### config.mk
export PLATFORM = sky130hd
export DESIGN_NAME = cmos_rtc_consistent_reader
export DESIGN_NICKNAME = d
export VERILOG_FILES = /design/src/rtl/core/crtc_pkg.sv /design/src/rtl/core/crtc_ctrl.sv /design/src/rtl/core/crtc_datapath.sv /design/src/rtl/core/cmos_rtc_consistent_reader.sv
export SDC_FILE = /design/constraint.sdc
export NUM_CORES = 1
export LEC_CHECK = 0
export BUFFER_PORTS_ARGS = -buffer_cell sky130_fd_sc_hd__clkbuf_2
export CAP_MARGIN = 10
export CORE_UTILIZATION = 45
export DETAILED_ROUTE_END_ITERATION = 12
export GPL_ROUTABILITY_DRIVEN = 0
export GPL_TIMING_DRIVEN = 1
export HOLD_SLACK_MARGIN = 0.02
export PLACE_DENSITY = 0.65
export SLEW_MARGIN = 20
export SYNTH_ARGS = -nofsm -noshare
export SYNTH_HDL_FRONTEND = slang
export SYNTH_SLANG_ARGS = --single-unit
### constraint.sdc
create_clock -name clk -period 17.6 [get_ports clk]
set_input_delay 0.88 -clock clk [delete_from_list [all_inputs] [get_ports clk]]
set_output_delay 0.88 -clock clk [all_outputs]
set_load 0.03 [all_outputs]
### src/rtl/core/crtc_pkg.sv
`default_nettype none
// ----------------------------------------------------------------------------
// crtc_pkg
// Shared constants, types and register tables of the CMOS RTC reader.
// ----------------------------------------------------------------------------
package crtc_pkg;

	// CMOS register indexes.
	localparam logic [6:0] REG_SECOND   = 7'h00;
	localparam logic [6:0] REG_MINUTE   = 7'h02;
	localparam logic [6:0] REG_HOUR     = 7'h04;
	localparam logic [6:0] REG_DAY      = 7'h07;
	localparam logic [6:0] REG_MONTH    = 7'h08;
	localparam logic [6:0] REG_YEAR     = 7'h09;
	localparam logic [6:0] REG_STATUS_A = 7'h0A;
	localparam logic [6:0] REG_STATUS_B = 7'h0B;

	// Status bits.
	localparam int UIP_BIT      = 7;
	localparam int BIN_MODE_BIT = 2;
	localparam int H24_MODE_BIT = 1;
	localparam int PM_BIT       = 7;

	// Snapshot slots.
	localparam int          NUM_SLOTS    = 7;
	localparam logic [2:0]  SLOT_SECOND  = 3'd0;
	localparam logic [2:0]  SLOT_MINUTE  = 3'd1;
	localparam logic [2:0]  SLOT_HOUR    = 3'd2;
	localparam logic [2:0]  SLOT_DAY     = 3'd3;
	localparam logic [2:0]  SLOT_MONTH   = 3'd4;
	localparam logic [2:0]  SLOT_YEAR    = 3'd5;
	localparam logic [2:0]  SLOT_CENTURY = 3'd6;

	// Configuration register indexes and reset values.
	localparam int          CFG_DATA_W        = 14;
	localparam logic        CFG_CENTURY_INDEX = 1'b0;
	localparam logic        CFG_BASE_YEAR     = 1'b1;
	localparam logic [13:0] BASE_YEAR_RESET   = 14'd2016;
	localparam logic [7:0]  BASE_CENT_RESET   = 8'd20;

	// Result kinds.
	localparam logic KIND_REQUEST = 1'b0;
	localparam logic KIND_TIME    = 1'b1;

	// Input kinds.
	localparam logic REQ_START = 1'b0;
	localparam logic REQ_DATA  = 1'b1;

	typedef struct packed {
		logic       wr_en;
		logic [2:0] wr_slot;
		logic       copy_prev;
		logic       convert;
		logic       emit_req;
		logic [6:0] req_index;
		logic       emit_time;
	} crtc_cmd_t;

	typedef struct packed {
		logic       cen_en;
		logic [6:0] cen_index;
		logic       snap_equal;
	} crtc_status_t;

	// CMOS register read for each time slot except the century.
	function automatic logic [6:0] slot_reg(input logic [2:0] slot);
		logic [6:0] r;
		case (slot)
			SLOT_SECOND: r = REG_SECOND;
			SLOT_MINUTE: r = REG_MINUTE;
			SLOT_HOUR:   r = REG_HOUR;
			SLOT_DAY:    r = REG_DAY;
			SLOT_MONTH:  r = REG_MONTH;
			SLOT_YEAR:   r = REG_YEAR;
			default:     r = REG_SECOND;
		endcase
		return r;
	endfunction

endpackage
`default_nettype wire

### src/rtl/core/crtc_ctrl.sv
`default_nettype none
// ----------------------------------------------------------------------------
// crtc_ctrl
// Read sequencer: walks status A, the time slots and status B, and decides
// when two consecutive snapshots agree.
// ----------------------------------------------------------------------------
module crtc_ctrl (
	input  wire logic                  clk,
	input  wire logic                  arst_n,
	input  wire logic                  start,
	input  wire logic                  req_type,
	input  wire logic [7:0]            data_byte,
	input  wire crtc_pkg::crtc_status_t status,
	output logic                       busy,
	output crtc_pkg::crtc_cmd_t        cmd
);
	import crtc_pkg::*;

	typedef enum logic [2:0] {
		ST_IDLE,
		ST_WAIT_A,
		ST_SLOT,
		ST_WAIT_B,
		ST_FINISH
	} state_t;

	state_t     state_q, state_d;
	logic [2:0] slot_q, slot_d;
	logic       have_prev_q, have_prev_d;
	logic       accept;

	assign busy   = (state_q == ST_FINISH);
	assign accept = start && !busy;

	always_comb begin
		state_d     = state_q;
		slot_d      = slot_q;
		have_prev_d = have_prev_q;
		cmd         = '0;
		if (state_q == ST_FINISH) begin
			cmd.emit_time = 1'b1;
			state_d       = ST_IDLE;
		end else if (accept) begin
			if (req_type == REQ_START) begin
				have_prev_d   = 1'b0;
				state_d       = ST_WAIT_A;
				cmd.emit_req  = 1'b1;
				cmd.req_index = REG_STATUS_A;
			end else begin
				case (state_q)
					ST_WAIT_A: begin
						cmd.emit_req = 1'b1;
						if (data_byte[UIP_BIT]) begin
							cmd.req_index = REG_STATUS_A;
						end else begin
							state_d       = ST_SLOT;
							slot_d        = SLOT_SECOND;
							cmd.req_index = REG_SECOND;
						end
					end
					ST_SLOT: begin
						cmd.wr_en    = 1'b1;
						cmd.wr_slot  = slot_q;
						cmd.emit_req = 1'b1;
						if (slot_q < SLOT_YEAR) begin
							slot_d        = slot_q + 3'd1;
							cmd.req_index = slot_reg(slot_q + 3'd1);
						end else if (slot_q == SLOT_YEAR && status.cen_en) begin
							slot_d        = SLOT_CENTURY;
							cmd.req_index = status.cen_index;
						end else if (have_prev_q && status.snap_equal) begin
							state_d       = ST_WAIT_B;
							cmd.req_index = REG_STATUS_B;
						end else begin
							cmd.copy_prev = 1'b1;
							have_prev_d   = 1'b1;
							state_d       = ST_WAIT_A;
							cmd.req_index = REG_STATUS_A;
						end
					end
					ST_WAIT_B: begin
						cmd.convert = 1'b1;
						have_prev_d = 1'b0;
						state_d     = ST_FINISH;
					end
					default: begin
						state_d = ST_IDLE;
					end
				endcase
			end
		end
	end

	always_ff @(posedge clk or negedge arst_n) begin
		if (!arst_n) begin
			state_q     <= ST_IDLE;
			slot_q      <= SLOT_SECOND;
			have_prev_q <= 1'b0;
		end else begin
			state_q     <= state_d;
			slot_q      <= slot_d;
			have_prev_q <= have_prev_d;
		end
	end

endmodule
`default_nettype wire

### src/rtl/core/crtc_datapath.sv
`default_nettype none
// ----------------------------------------------------------------------------
// crtc_datapath
// Configuration, snapshot registers, comparison, BCD and 12-hour conversion,
// year formation and the result registers.
// ----------------------------------------------------------------------------
module crtc_datapath (
	input  wire logic                  clk,
	input  wire logic                  arst_n,
	input  wire logic                  cfg_we,
	input  wire logic                  cfg_index,
	input  wire logic [13:0]           cfg_data,
	input  wire logic [7:0]            data_byte,
	input  wire crtc_pkg::crtc_cmd_t   cmd,
	output crtc_pkg::crtc_status_t     status,
	output logic                       done,
	output logic                       result_kind,
	output logic [6:0]                 reg_index,
	output logic [7:0]                 out_second,
	output logic [7:0]                 out_minute,
	output logic [7:0]                 out_hour,
	output logic [7:0]                 out_day,
	output logic [7:0]                 out_month,
	output logic [14:0]                out_year
);
	import crtc_pkg::*;

	function automatic logic [7:0] bcd_to_bin(input logic [7:0] v);
		return 8'(v[3:0]) + 8'(v[7:4]) * 8'd10;
	endfunction

	function automatic logic [7:0] mod24(input logic [7:0] v);
		logic [7:0] r;
		r = v;
		for (int i = 0; i < 5; i++) begin
			if (r >= 8'd24) r = r - 8'd24;
		end
		return r;
	endfunction

	logic [6:0]  century_index_q;
	logic [13:0] base_year_q;
	logic [7:0]  base_cent_q;
	logic [26:0] cent_prod;

	logic [7:0] cur_q  [NUM_SLOTS];
	logic [7:0] prev_q [NUM_SLOTS];
	logic [7:0] cur_d  [NUM_SLOTS];
	logic [NUM_SLOTS-1:0] slot_eq;
	logic [2:0] last_slot;

	logic [7:0] sec_q, min_q, hr_q, day_q, mon_q, yr_q, cen_q;
	logic       bin_mode;
	logic [7:0] hr_c, hr_24;
	logic [14:0] cen_year, floor_year, sum_year, year_d;

	logic        done_q, kind_q;
	logic [6:0]  reg_index_q;
	logic [7:0]  sec_o_q, min_o_q, hr_o_q, day_o_q, mon_o_q;
	logic [14:0] year_o_q;

	// Floor of base_year / 100 by reciprocal; exact for every 14-bit value.
	assign cent_prod = 27'(cfg_data) * 27'd5243;

	always_ff @(posedge clk or negedge arst_n) begin
		if (!arst_n) begin
			century_index_q <= '0;
			base_year_q     <= BASE_YEAR_RESET;
			base_cent_q     <= BASE_CENT_RESET;
		end else if (cfg_we) begin
			case (cfg_index)
				CFG_CENTURY_INDEX: century_index_q <= cfg_data[6:0];
				CFG_BASE_YEAR: begin
					base_year_q <= cfg_data;
					base_cent_q <= cent_prod[26:19];
				end
				default: ;
			endcase
		end
	end

	// The compare is only used on the last slot of a pass, so it sees that
	// slot's byte as it arrives.
	assign last_slot = (century_index_q != 7'd0) ? SLOT_CENTURY : SLOT_YEAR;

	always_comb begin
		for (int j = 0; j < NUM_SLOTS; j++) begin
			cur_d[j]   = (cmd.wr_en && cmd.wr_slot == 3'(j)) ? data_byte : cur_q[j];
			slot_eq[j] = (((last_slot == 3'(j)) ? data_byte : cur_q[j]) == prev_q[j]);
		end
	end

	assign status.cen_en     = (century_index_q != 7'd0);
	assign status.cen_index  = century_index_q;
	assign status.snap_equal = (&slot_eq[NUM_SLOTS-2:0]) &&
		(slot_eq[NUM_SLOTS-1] || !status.cen_en);

	always_ff @(posedge clk) begin
		for (int j = 0; j < NUM_SLOTS; j++) begin
			if (cmd.wr_en && cmd.wr_slot == 3'(j)) cur_q[j] <= data_byte;
			if (cmd.copy_prev) prev_q[j] <= cur_d[j];
		end
	end

	// Conversion on the status B word; data_byte holds status B here.
	assign bin_mode = data_byte[BIN_MODE_BIT];
	assign hr_c = bin_mode ? cur_q[SLOT_HOUR]
		: ((8'(cur_q[SLOT_HOUR][3:0]) + 8'(cur_q[SLOT_HOUR][6:4]) * 8'd10)
			| {cur_q[SLOT_HOUR][PM_BIT], 7'd0});
	assign hr_24 = (!data_byte[H24_MODE_BIT] && hr_c[PM_BIT])
		? mod24(8'(hr_c[6:0]) + 8'd12) : hr_c;

	always_ff @(posedge clk) begin
		if (cmd.convert) begin
			sec_q <= bin_mode ? cur_q[SLOT_SECOND]  : bcd_to_bin(cur_q[SLOT_SECOND]);
			min_q <= bin_mode ? cur_q[SLOT_MINUTE]  : bcd_to_bin(cur_q[SLOT_MINUTE]);
			day_q <= bin_mode ? cur_q[SLOT_DAY]     : bcd_to_bin(cur_q[SLOT_DAY]);
			mon_q <= bin_mode ? cur_q[SLOT_MONTH]   : bcd_to_bin(cur_q[SLOT_MONTH]);
			yr_q  <= bin_mode ? cur_q[SLOT_YEAR]    : bcd_to_bin(cur_q[SLOT_YEAR]);
			cen_q <= bin_mode ? cur_q[SLOT_CENTURY] : bcd_to_bin(cur_q[SLOT_CENTURY]);
			hr_q  <= hr_24;
		end
	end

	// Year formation in the cycle after conversion.
	assign cen_year   = 15'(yr_q) + 15'(cen_q) * 15'd100;
	assign floor_year = 15'(base_cent_q) * 15'd100;
	assign sum_year   = 15'(yr_q) + floor_year;
	assign year_d = status.cen_en ? cen_year
		: ((sum_year < 15'(base_year_q)) ? sum_year + 15'd100 : sum_year);

	always_ff @(posedge clk or negedge arst_n) begin
		if (!arst_n) begin
			done_q <= 1'b0;
		end else begin
			done_q <= cmd.emit_req || cmd.emit_time;
		end
	end

	always_ff @(posedge clk) begin
		if (cmd.emit_time) begin
			kind_q      <= KIND_TIME;
			reg_index_q <= '0;
			sec_o_q     <= sec_q;
			min_o_q     <= min_q;
			hr_o_q      <= hr_q;
			day_o_q     <= day_q;
			mon_o_q     <= mon_q;
			year_o_q    <= year_d;
		end else if (cmd.emit_req) begin
			kind_q      <= KIND_REQUEST;
			reg_index_q <= cmd.req_index;
			sec_o_q     <= '0;
			min_o_q     <= '0;
			hr_o_q      <= '0;
			day_o_q     <= '0;
			mon_o_q     <= '0;
			year_o_q    <= '0;
		end
	end

	assign done        = done_q;
	assign result_kind = kind_q;
	assign reg_index   = reg_index_q;
	assign out_second  = sec_o_q;
	assign out_minute  = min_o_q;
	assign out_hour    = hr_o_q;
	assign out_day     = day_o_q;
	assign out_month   = mon_o_q;
	assign out_year    = year_o_q;

endmodule
`default_nettype wire

### src/rtl/core/cmos_rtc_consistent_reader.sv
`default_nettype none
// ----------------------------------------------------------------------------
// cmos_rtc_consistent_reader
// Master that reads a CMOS real-time clock until two snapshots agree and
// returns the converted time with a full year.
// ----------------------------------------------------------------------------
// Channel   Handshake            Payload
// input     start, busy          req_type, data_byte
// result    done (one cycle)     result_kind, reg_index, out_second .. out_year
// config    cfg_we               cfg_index, cfg_data
//
// Each accepted word gives its result, if any, on the next cycle with
// done high for exactly that cycle.
// After the status B word, busy is high for one cycle while the year
// adder runs, and the time result follows it.
// A data word while idle is taken and gives no result.
// Reset is asynchronous and clears the sequencer, strobe and configuration.
// The receiver cannot stall; a result is lost if not taken in its cycle.
// ----------------------------------------------------------------------------
module cmos_rtc_consistent_reader (
	input  wire logic        clk,
	input  wire logic        arst_n,
	input  wire logic        start,
	output logic             busy,
	input  wire logic        req_type,
	input  wire logic [7:0]  data_byte,
	input  wire logic        cfg_we,
	input  wire logic        cfg_index,
	input  wire logic [13:0] cfg_data,
	output logic             done,
	output logic             result_kind,
	output logic [6:0]       reg_index,
	output logic [7:0]       out_second,
	output logic [7:0]       out_minute,
	output logic [7:0]       out_hour,
	output logic [7:0]       out_day,
	output logic [7:0]       out_month,
	output logic [14:0]      out_year
);
	import crtc_pkg::*;

	crtc_cmd_t    cmd;
	crtc_status_t status;

	crtc_ctrl u_ctrl (
		.clk       (clk),
		.arst_n    (arst_n),
		.start     (start),
		.req_type  (req_type),
		.data_byte (data_byte),
		.status    (status),
		.busy      (busy),
		.cmd       (cmd)
	);

	crtc_datapath u_dp (
		.clk         (clk),
		.arst_n      (arst_n),
		.cfg_we      (cfg_we),
		.cfg_index   (cfg_index),
		.cfg_data    (cfg_data),
		.data_byte   (data_byte),
		.cmd         (cmd),
		.status      (status),
		.done        (done),
		.result_kind (result_kind),
		.reg_index   (reg_index),
		.out_second  (out_second),
		.out_minute  (out_minute),
		.out_hour    (out_hour),
		.out_day     (out_day),
		.out_month   (out_month),
		.out_year    (out_year)
	);

`ifndef SYNTHESIS
	a_busy_one_cycle: assert property (@(posedge clk) disable iff (!arst_n)
		busy |=> !busy)
		else $error("busy held longer than one cycle");

	a_busy_then_time: assert property (@(posedge clk) disable iff (!arst_n)
		busy |=> (done && result_kind == KIND_TIME))
		else $error("finish cycle not followed by a time result");

	a_done_has_cause: assert property (@(posedge clk) disable iff (!arst_n)
		done |-> ($past(start && !busy) || $past(busy)))
		else $error("result without an accepted word");

	a_time_after_busy: assert property (@(posedge clk) disable iff (!arst_n)
		(done && result_kind == KIND_TIME) |-> $past(busy))
		else $error("time result outside the finish sequence");
`endif

endmodule
`default_nettype wire

* Yosys cells after proc, flatten, opt, wreduce, memory -nomap -nowiden
Memory sizes are Yosys's and may differ from the RTL's.
Index checks and enable logic that the tools add are counted.
** Storage, ports and cells
- Memories kept :: 2
- Flip-flop bits (word level) :: 156
- Bits in writable memories :: 112
- Latch bits :: 0
- Bits in read-only memories :: 0
- Output and inout port bits :: 65
** Memory list
- u_dp.cur_q :: words 7, width 8, rd ports 7, clocked after memory_dff 0, wr ports 1, RTL line crtc_datapath.sv:46 : logic [7:0] cur_q [NUM_SLOTS];
- u_dp.prev_q :: words 7, width 8, rd ports 7, clocked after memory_dff 0, wr ports 7, RTL line crtc_datapath.sv:47 : logic [7:0] prev_q [NUM_SLOTS];
** Cells by class
- Eq/ne operators :: 38
- Bitwise gates (word level) :: 3
- Reduce and logical (&&, ||, !) cells :: 35
- Divide/modulo/power cells :: 0
- Mux-type cells :: 105
- $lt $le $gt $ge :: 7
- $mul :: 10
- $add $sub $neg :: 17
- Shift operators :: 0
** Operators by type and width (number)
- 8-bit 2-to-1 mux :: 40
- 15-bit 2-to-1 mux :: 4
- 8-bit equality test :: 7
- 4-bit by 8-bit adder with 8-bit output :: 6
- 8-bit OR reduction :: 6
- 3-bit 2-to-1 mux :: 15
- 4-bit by 3-bit multiplier with 7-bit output (second input constant) :: 6
- 8-bit by 5-bit greater-or-equal comparator with 1-bit output (second input constant) :: 5
- 8-bit by 5-bit subtractor with 8-bit output (second input constant) :: 5
- 1-bit 2-to-1 mux :: 32
- 8-bit by 15-bit adder with 15-bit output :: 2
- 3-bit equality test (second input constant) :: 10
- 14-bit 2-to-1 mux :: 2
- 14-bit by 13-bit multiplier with 27-bit output (second input constant) :: 1
- 8-bit by 5-bit multiplier with 13-bit output (second input constant) :: 2
- 3-bit by 2-bit equality test with 1-bit output (second input constant) :: 8
- 4-bit case mux with 5 select lines :: 1
- 6-bit AND reduction :: 3
- 8-bit case mux with 2 select lines :: 1
- 15-bit by 7-bit adder with 15-bit output (second input constant) :: 1
- 15-bit by 14-bit < comparator with 1-bit output :: 1
- 7-bit 2-to-1 mux :: 2
- 3-bit by 1-bit equality test with 1-bit output (second input constant) :: 4
- 1-bit logical AND :: 12
- other kinds (25) :: 39

* Logic depth before layout (Yosys ltp)
- Depth after elaboration :: 26
- Mapped depth :: 34
- Gate-level depth less buffers :: 33

* Modules after synthesis
From an unflattened synthesis, not the netlist that was laid out.
** Second synthesis, totals
- Cells, all modules :: 1827
- Area, all modules :: 19474.9 sq um
** By module, submodules not included
- crtc_datapath :: instances 1, area an instance 18662.9 sq um, sequential area each 7216.9 sq um, cells each 1721
- crtc_ctrl :: instances 1, area an instance 812.0 sq um, sequential area each 175.2 sq um, cells each 106

* Worst setup path after synthesis
No wires, ideal clock.
- Kind :: in2reg
- From :: input port data_byte[2]
- To :: register u_dp.hr_q[3] (data pin)
- Data required time :: 17.344 ns
- Slack :: 9.885 ns
- Arrival :: 7.459 ns
- Library setup time :: 0.256 ns
- Cell stages on the path :: 32
- Path through :: buf_6 > buf_2 > buf_1 > clkbuf_1 > o21ai_0 > inv_1 > ha_1 > inv_1 > or4_4 > and3_4 > nor2_1 > mux2_2 > ha_1 > clkbuf_1 > nand2_1 > nand3_1 > xor2_1 > inv_1 > ha_1 > inv_1 > nor2_1 > a31o_1 > nand4b_4 > xnor2_1 > inv_1 > ha_1 > or4_1 > o2bb2ai_1 > o22ai_1 > or2_1 > or4_1 > o211a_1
** On the way
- Cells in the longest elaborated chain, start to end :: 13
- Elaborated cells on any way between the ends :: 19
** RTL lines
- start, declared :: RTL line cmos_rtc_consistent_reader.sv:26 : input wire logic [7:0] data_byte,
- 8-bit 2-to-1 mux * :: RTL line crtc_datapath.sv:107 : assign hr_c = bin_mode ? cur_q[SLOT_HOUR]
- 7-bit by 4-bit adder with 8-bit output :: RTL line crtc_datapath.sv:111 : ? mod24(8'(hr_c[6:0]) + 8'd12) : hr_c;
- 8-bit by 5-bit subtractor with 8-bit output / 8-bit by 5-bit greater-or-equal comparator with 1-bit output (equally long branches) :: RTL line crtc_datapath.sv:36 : if (r >= 8'd24) r = r - 8'd24;
- 8-bit 2-to-1 mux :: RTL line crtc_datapath.sv:36
- 8-bit by 5-bit subtractor with 8-bit output / 8-bit by 5-bit greater-or-equal comparator with 1-bit output (equally long branches) :: RTL line crtc_datapath.sv:36
- 8-bit 2-to-1 mux :: RTL line crtc_datapath.sv:36
- 8-bit by 5-bit subtractor with 8-bit output / 8-bit by 5-bit greater-or-equal comparator with 1-bit output (equally long branches) :: RTL line crtc_datapath.sv:36
- 8-bit 2-to-1 mux :: RTL line crtc_datapath.sv:36
- 8-bit by 5-bit subtractor with 8-bit output / 8-bit by 5-bit greater-or-equal comparator with 1-bit output (equally long branches) :: RTL line crtc_datapath.sv:36
- 8-bit 2-to-1 mux :: RTL line crtc_datapath.sv:36
- 8-bit by 5-bit subtractor with 8-bit output / 8-bit by 5-bit greater-or-equal comparator with 1-bit output (equally long branches) :: RTL line crtc_datapath.sv:36
- 8-bit 2-to-1 mux :: RTL line crtc_datapath.sv:36
- 8-bit 2-to-1 mux * :: RTL line crtc_datapath.sv:111
- via u_dp.hr_24[3] :: RTL line crtc_datapath.sv:54 : logic [7:0] hr_c, hr_24;
- end signal, assigned :: RTL line crtc_datapath.sv:121 : hr_q <= hr_24;
- end, declared :: RTL line crtc_datapath.sv:52 : logic [7:0] sec_q, min_q, hr_q, day_q, mon_q, yr_q, cen_q;
The timed path passes the listed nets; every way through them passes the cells marked *.
A chain may end at the register's enable or synchronous reset.

==> summary.md <==
| Metric | Value |
|---|---|
| Status | finished clean |
| GRT Residual Overflow | 0 |
| Slowest CP cell | or4_4 |
| Synth area leader | edfxtp_1 |
| Vias | 12,869 |
| Setup Buffers After CTS | 0 |
| Clock transition at path regs | 0.07 ns |
| Residual DRC | 0 |
| PostCTS Resize Cnt | 0 |
| Main synth FF type | edfxtp_1 |
| Slew of the pin with the lowest slew margin | 0.959 ns |
| Final Hold Viols | 0 |
| Setup crit end kind | flop |
| IO Pins | just over 90 |
| Clk root buf | clkbuf_16 |
| Netlist Area Pre-Place | 19,200 um^2 |
| Worst slew margin | 0.361 |
| Worst EP required | 17.91 ns |
| Final ANT Viol Nets | 0 |
| Commonest non-fill, non-tap cell in the layout | ha_1 |
| Max Cap Viol | 0 |
| Drt wl/cell | roughly 16 um |
| Die H | 209 um |
| Initial core utilization | 0.458 |
| Via density | about 5.3 |
| F_max | 121 MHz |
| Port Buffer Count | 92 |
| CTS buffer count | 27 |
| Area share of the largest cell type after synthesis | 0.286 |
| Worst-path fanout max | 7 |
| Die Span X | approximately 210 um |
| Post-Syn Instances | between 1,500 and 2,000 |
| Synth cell types | 81 |
| Worst path arrival time | 8.56 ns |
| Unrepaired setup endpoints after global routing | false |
| DRT Wirelength | 39,000 um |
| Final setup viols | 0 |
| Post-synth EDFFs | 183 |
| Rows | 75 |
| Mapped Avg Cell Area | around 11 um^2 |
| Die area | approximately 44,000 um^2 |
| Vias in the first global route | ~13,000 |
| Delay of the slowest critical-path stage | 0.57 ns |
| Clock Latency Late Sink | 0.56 ns |
| #FFs+latches synth | 268 |
| Placed wire-length estimate | between 20,000 and 30,000 um |
| Clk sink count | 268 |
| Fin crit share | 0.469 |
| H-tree levels | 1 |
| Critical path class | flop to flop |
| Tmin final | ~8.2 ns |
| Share of cells above drive strength 1 | 0.123 |
| Antenna cell count | 0 |
| Hold WC Path Type | primary input to async pin |
| Worst Clk Skew | ~0.013 ns |
| Pins over their slew limit | 0 |
| Pre-antenna DRT Iters | 5 |
| Sequential-to-total area share from yosys stat | 0.384 |
| Gr usage total | 0.183 |
| Initial antenna violation count | 1 |
| Syn. warnings | 0 |
| Area of the core | 42,000 um^2 |
| Pin count of the biggest net entering global routing | 69 |
| Max Root-Sink Buffers | 3 |
| TritonCTS clock tree | yes |
| Setup TNS | 0 ns |
| Register-to-register setup slack | 9.35 ns |
| P&R area growth vs syn | 10.4% |
| Asr flop ratio synth | 0.138 |
| DRT iter0 DRCs | approximately 700 |
| Synthesized Nets | 2,133 |
| Commonest cells after routing, fill and taps aside | 238 x ha_1, 217 x inv_1, 183 x edfxtp_1 |
| Top post-synthesis cells by area | edfxtp_1 29%, ha_1 15%, fa_1 8.7% |
| Critical path's most frequent cell | inv_1 |
| First-pass GRT wire length | 65,400 um |
| Nets@finish | ~2,200 |
| Hold buffers post-CTS | 0 |
| Startpoint types | flop |
-- final timing paths --
kind                                         from  cells past startpoint                   to
worst max-delay path             u_dp.cur_q[2][4]                     31         u_dp.hr_q[3]
worst min-delay path                       arst_n                      1  u_dp.base_cent_q[6]
worst max register to register   u_dp.cur_q[2][4]                     31         u_dp.hr_q[3]
worst min register to register  u_dp.reg_index[1]                      2    u_dp.reg_index[1]
max in group asynchronous                  arst_n                      1   u_ctrl.have_prev_q
min in group clk                u_dp.reg_index[1]                      2    u_dp.reg_index[1]
-- through the flow --
stage                     instance area (um^2)  hold slack, ns  setup WS, ns   util  std cells
after floorplan                          19200           0.443          9.88      -       1783
after global placement                   20300           0.451          9.25  0.483       2384
after detailed placement                 20300           0.447          8.94  0.483       2384
after CTS                                21200           0.469          9.45  0.505       2434
after global routing                     21200           0.493          8.92  0.505       2434
final                                    21200           0.456          9.35  0.505       2434
-- flip-flops by register name, indices dropped and copies added, names as in the netlist, 3 cells and up --
register	flops
u_dp.yr_q	8
u_dp.mon_q	8
u_dp.out_month	8
u_ctrl.state_q	3
u_dp.day_q	8
u_dp.base_cent_q	8
u_dp.sec_q	8
u_dp.out_day	8
u_dp.base_year_q	14
u_ctrl.slot_q	3
u_dp.min_q	8
u_dp.hr_q	8
u_dp.out_year	15
u_dp.out_second	8
u_dp.reg_index	7
u_dp.century_index_q	7
u_dp.out_hour	8
u_dp.prev_q	56
u_dp.cen_q	8
u_dp.cur_q	56
u_dp.out_minute	8
-- synthesized netlist by cell type, types with 40 or more instances --
library cell	number
xor2_1	91
a21oi_1	66
fa_1	84
ha_1	238
o21ai_0	112
a21o_1	40
nand2_1	133
dfxtp_1	48
nor2_1	50
edfxtp_1	183
and2_1	55
inv_1	218
xnor2_1	57
mux2_2	51
-- area by class of cell --
| class | instances | area [um^2] |
|---|---|---|
| Fill cell | 3824 | 20800 |
| Clock inverter | 14 | 144 |
| Multi-Input combinational cell | 1255 | 10900 |
| Clock buffer | 36 | 776 |
| Inverter | 218 | 818 |
| Sequential cell | 268 | 7390 |
| Timing Repair Buffer | 104 | 553 |
| Tap cell | 539 | 674 |
-- routing by layer --
layer  wire, um  global-route usage
met5          0                   0
met4        544              0.0406
met3       1410              0.0210
met2      18400               0.306
met1      18600               0.255
-- cells by family after synthesis --
group	synth area share
fa+ha+maj	0.242
flops	0.384
compound gates	0.109
simple gates	0.103
buf+inv	0.0518
mux	0.0410
xor+xnor	0.0685
-- critical path: cells and delay by family (launching register included) --
kind / cells / cell delay (ns)
compound gates: 5 / 0.81
xor+xnor: 3 / 0.95
fa+ha+maj: 6 / 1.78
buf+inv: 6 / 0.75
flops: 1 / 0.44
mux: 1 / 0.40
simple gates: 10 / 2.88
Power is not shown: default switching activity piles up to over one toggle a cycle in this logic, so the estimate is an artifact.
